$ cat src/rtl/ffa_pkg.sv
`timescale 1ns / 1ps
package ffa_pkg;

    localparam int DATA_W = 48;
    localparam int ALU_W  = 50;

    localparam logic [1:0] OP_ADD   = 2'd0;
    localparam logic [1:0] OP_ALLOC = 2'd1;
    localparam logic [1:0] OP_REL   = 2'd2;
    localparam logic [1:0] OP_QUERY = 2'd3;

    localparam logic [1:0] ST_OK      = 2'd0;
    localparam logic [1:0] ST_NOFIT   = 2'd1;
    localparam logic [1:0] ST_FULL    = 2'd2;
    localparam logic [1:0] ST_UNKNOWN = 2'd3;

    localparam int DEF_MAX_EXTENTS  = 64;
    localparam int DEF_MAX_ALLOCS   = 64;
    localparam int DEF_HEADER_BYTES = 16;
    localparam int DEF_WORD_BYTES   = 8;

    localparam logic [DATA_W-1:0] DEF_MIN_REGION = 48'd65536;

endpackage

$ cat src/rtl/ffa_alu.sv
`timescale 1ns / 1ps
module ffa_alu
(
    input  logic [ffa_pkg::ALU_W-1:0] a,
    input  logic [ffa_pkg::ALU_W-1:0] b,
    input  logic [ffa_pkg::ALU_W-1:0] c,
    output logic [ffa_pkg::ALU_W-1:0] sum,
    output logic                      ge
);
    import ffa_pkg::*;

    assign sum = a + b + c;
    assign ge  = (a >= b);

endmodule

$ cat config.mk
export PLATFORM = sky130hd
export DESIGN_NAME = ffa_alu
export DESIGN_NICKNAME = d
export VERILOG_FILES = /design/src/rtl/ffa_pkg.sv /design/src/rtl/ffa_alu.sv
export SDC_FILE = /design/constraint.sdc
export NUM_CORES = 1
export LEC_CHECK = 0
export BUFFER_PORTS_ARGS = -buffer_cell sky130_fd_sc_hd__buf_2
export CORE_UTILIZATION = 47
export DETAILED_ROUTE_END_ITERATION = 6
export GPL_ROUTABILITY_DRIVEN = 0
export PLACE_DENSITY = 0.85
export SLEW_MARGIN = 20
export SYNTH_ARGS = -nofsm -noshare
export SYNTH_HDL_FRONTEND = slang
export SYNTH_SLANG_ARGS = --single-unit
$ cat constraint.sdc
create_clock -name vclk -period 2.9
set_input_delay 0.145 -clock vclk [all_inputs]
set_output_delay 0.145 -clock vclk [all_outputs]
set_load 0.02 [all_outputs]
==> qor.log <==
INFO  floorplanning  start_util=49.07%
INFO  synth          synth_largest_area_cell=sky130_fd_sc_hd__ha_1
INFO  synth          synthesis.area_per_instance=8.152squm
INFO  finish         clock_buffers=0
INFO  floorplanning  design.die.area=11300squm
INFO  synth          synth.top_cell.area_share=23.99%
INFO  finish         post_route_cells_drive_above_1_share=45.58%
INFO  detailed_routing firstDrtPassIters=5
INFO  power          vdd_ir_drop_max=0.4214mV
INFO  sta            period_share=114.5%
INFO  synth          synth_common_cells=sky130_fd_sc_hd__ha_1, sky130_fd_sc_hd__a21oi_1, sky130_fd_sc_hd__inv_1, sky130_fd_sc_hd__a21o_1, sky130_fd_sc_hd__fa_1
INFO  detailed_routing post_detailed_route_drc_marker_count=0
INFO  finish         diodes=0
INFO  floorplanning  die_height=106.3microns
INFO  critical_path  critical_path_required=2.76ns
INFO  sta            setup_viol=29
INFO  finish         syn2layout_area_growth=57.09%
INFO  critical_path  timing.critical_path.arrival=3.18ns
INFO  synth          synthesis.nets=925
INFO  power          power-per-cell-area=506.5nW/um^2
INFO  sta            fin_tns_setup=-5.529ns
INFO  run_status     status=finished with violations
INFO  floorplanning  placement_rows=37
INFO  sta            grt_setup_unrepaired=true
INFO  global_route   grt_antenna_before_repair=0
INFO  detailed_routing initialDrtViolationCount=322
INFO  power          power.static_leakage=4.182nW
INFO  sta            final_critical_path_required_period=3.322ns
INFO  global_route   globalRouteOverflowTotal=0
INFO  sta            final_critical_path_setup_slack=-0.4217ns
INFO  detailed_routing route.vias.total=6251
INFO  placed_design  place.port_buffers=201
INFO  finish         finalCoreUtilization=77.08%
INFO  placed_design  dp.final_hpwl=13.50mm
INFO  global_route   grt_max_degree=10
INFO  synth          yosys-top-cells-area=sky130_fd_sc_hd__ha_1, sky130_fd_sc_hd__fa_1, sky130_fd_sc_hd__a21o_1
INFO  critical_path  critical_path_startpoint_category=input port
INFO  critical_path  worst-setup-path-type=in -> out
INFO  power          power=4.067mW
INFO  sta            final_layout_worst_hold_slack=0.7638ns
INFO  detailed_routing ratio_of_routed_vias_to_standard_cells=5.815
INFO  synth          synth_area=5111squm
INFO  detailed_routing detail-route-antenna-nets=0
INFO  detailed_routing wl=19.08mm
INFO  floorplanning  dieWidth=106.3microns
INFO  sta            finalHoldViolCount=0
INFO  clock_tree     post_cts_hold_buffer_count=0
INFO  critical_path  setup.worst_path.end_class=output port
INFO  floorplanning  pin_count=201
INFO  finish         sequential_cell_area=0squm
INFO  sta            tightestPinTransition=0.5550ns
INFO  synth          synth_cell_types=50
INFO  job            maxCapViolations=0
INFO  global_route   grt_pass1_vias=6247
INFO  synth          synth_instances=627
INFO  synth          yosysWarningCount=0
INFO  finish         layout.nets=1239
INFO  floorplanning  floorplan.core_area=10420squm
INFO  run_status     failing_checks=negative setup slack
INFO  sta            report.final.slew_viol_count=0
INFO  synth          synth-seq-area-share=0%
INFO  detailed_routing routedWlPerCell=17.75microns
INFO  placed_design  pre_cts_slack=-0.4111ns
INFO  global_route   first_pass_grt_wire_length=27.35mm
INFO  hold_path      hp-class=in -> out
INFO  sta            relSlewSlack=62.72%
INFO  finish         seq_cells=0
INFO  sta            highest_achievable_clock_rate=301.0MHz
INFO  global_route   globalRouteTotalUtil=29.40%
INFO  critical_path  timing.critical_path.fanout_max=3
INFO  synth          yosysMostFrequentCell=sky130_fd_sc_hd__ha_1
placed cells by master, fill, tap and decap left out, types with 4 or more instances in the layout:
| master | netlist | final |
|---|---|---|
| sky130_fd_sc_hd__buf_6 | 0 | 31 |
| sky130_fd_sc_hd__o21ai_1 | 9 | 6 |
| sky130_fd_sc_hd__fa_1 | 50 | 42 |
| sky130_fd_sc_hd__o21bai_1 | 13 | 13 |
| sky130_fd_sc_hd__buf_4 | 5 | 146 |
| sky130_fd_sc_hd__inv_1 | 67 | 67 |
| sky130_fd_sc_hd__nand2_1 | 35 | 33 |
| sky130_fd_sc_hd__nor2b_1 | 5 | 5 |
| sky130_fd_sc_hd__nor3_1 | 6 | 5 |
| sky130_fd_sc_hd__ha_1 | 98 | 85 |
| sky130_fd_sc_hd__a21oi_4 | 0 | 5 |
| sky130_fd_sc_hd__ha_4 | 0 | 13 |
| sky130_fd_sc_hd__o21ai_0 | 17 | 17 |
| sky130_fd_sc_hd__a21oi_1 | 69 | 56 |
| sky130_fd_sc_hd__a31oi_4 | 1 | 4 |
| sky130_fd_sc_hd__o21ai_2 | 3 | 4 |
| sky130_fd_sc_hd__fa_2 | 0 | 8 |
| sky130_fd_sc_hd__a21o_1 | 56 | 56 |
| sky130_fd_sc_hd__nor2_1 | 34 | 32 |
| sky130_fd_sc_hd__buf_2 | 6 | 158 |
| sky130_fd_sc_hd__xnor2_1 | 33 | 23 |
| sky130_fd_sc_hd__xnor2_2 | 0 | 8 |
| sky130_fd_sc_hd__nand4_1 | 32 | 32 |
| sky130_fd_sc_hd__xor2_1 | 16 | 14 |
| sky130_fd_sc_hd__a21oi_2 | 4 | 12 |
cell families (layout without fill, tap and decap cells):
family                   count (synthesis)  count (layout)  share of synthesized area (%)
adder cells (fa/ha/maj)                148             148                          43.57
XOR/XNOR                                49              49                          8.397
AND/OR/NAND/NOR                        137             137                          13.76
AO/OA/AOI/OAI                          202             202                          27.07
buffers and inverters                   91             403                          7.197
stage by stage:
| stage | area, sq um | instances |
|---|---|---|
| 6_report | 8029 | 1075 |
| 5_1_grt | 8029 | 1075 |
| 4_1_cts | 7610 | 1066 |
| 3_5_place_dp | 7076 | 1052 |
| 3_3_place_gp | 7076 | 1052 |
| 2_1_floorplan | 5175 | 627 |
critical path, cell delays in order:
cell                        delay, ns
sky130_fd_sc_hd__buf_2           0.11
sky130_fd_sc_hd__fa_1            0.53
sky130_fd_sc_hd__ha_4            0.30
sky130_fd_sc_hd__nand4_1         0.20
sky130_fd_sc_hd__buf_4           0.22
sky130_fd_sc_hd__nor3_2          0.25
sky130_fd_sc_hd__a211oi_4        0.08
sky130_fd_sc_hd__a2111oi_4       0.38
sky130_fd_sc_hd__o211ai_2        0.16
sky130_fd_sc_hd__o31ai_2         0.27
sky130_fd_sc_hd__a211o_1         0.21
sky130_fd_sc_hd__xor2_2          0.19
sky130_fd_sc_hd__buf_6           0.14
where the power goes:
| part | switching [mW] | leakage, nW | internal, mW |
|---|---|---|---|
| logic | 2.21 | 4.18 | 1.86 |
| registers | 0 | 0 | 0 |
| clock network | 0 | 0 | 0 |
timing repair:
item | CTS | global route
cloned | 0 | 0
endpoints found under the setup margin | 31 | 33
pin swaps | 55 | 38
resized for setup | 87 | 68
setup buffers | 14 | 12
final timing paths:
path / startpoint / end / slack (ns) / depth (start not counted)
max: c[22] / sum[48] / -0.42 / 13
min: c[49] / sum[49] / 0.76 / 4
cell type report:
type	instances	area, sq um
fillers	660	2387
inverters	67	251.5
multi-input cells	536	5356
well taps	136	170.2
repair buffers	336	2251
layer usage:
metal	GRT usage, %	vias up	routed length [microns]
li1	-	2867	-
met1	32.45	2880	6633
met2	56.08	388	9677
met3	4.108	116	1593
met4	11.41	0	1175
met5	0	-	0
Power figures use the tool's default switching activity.
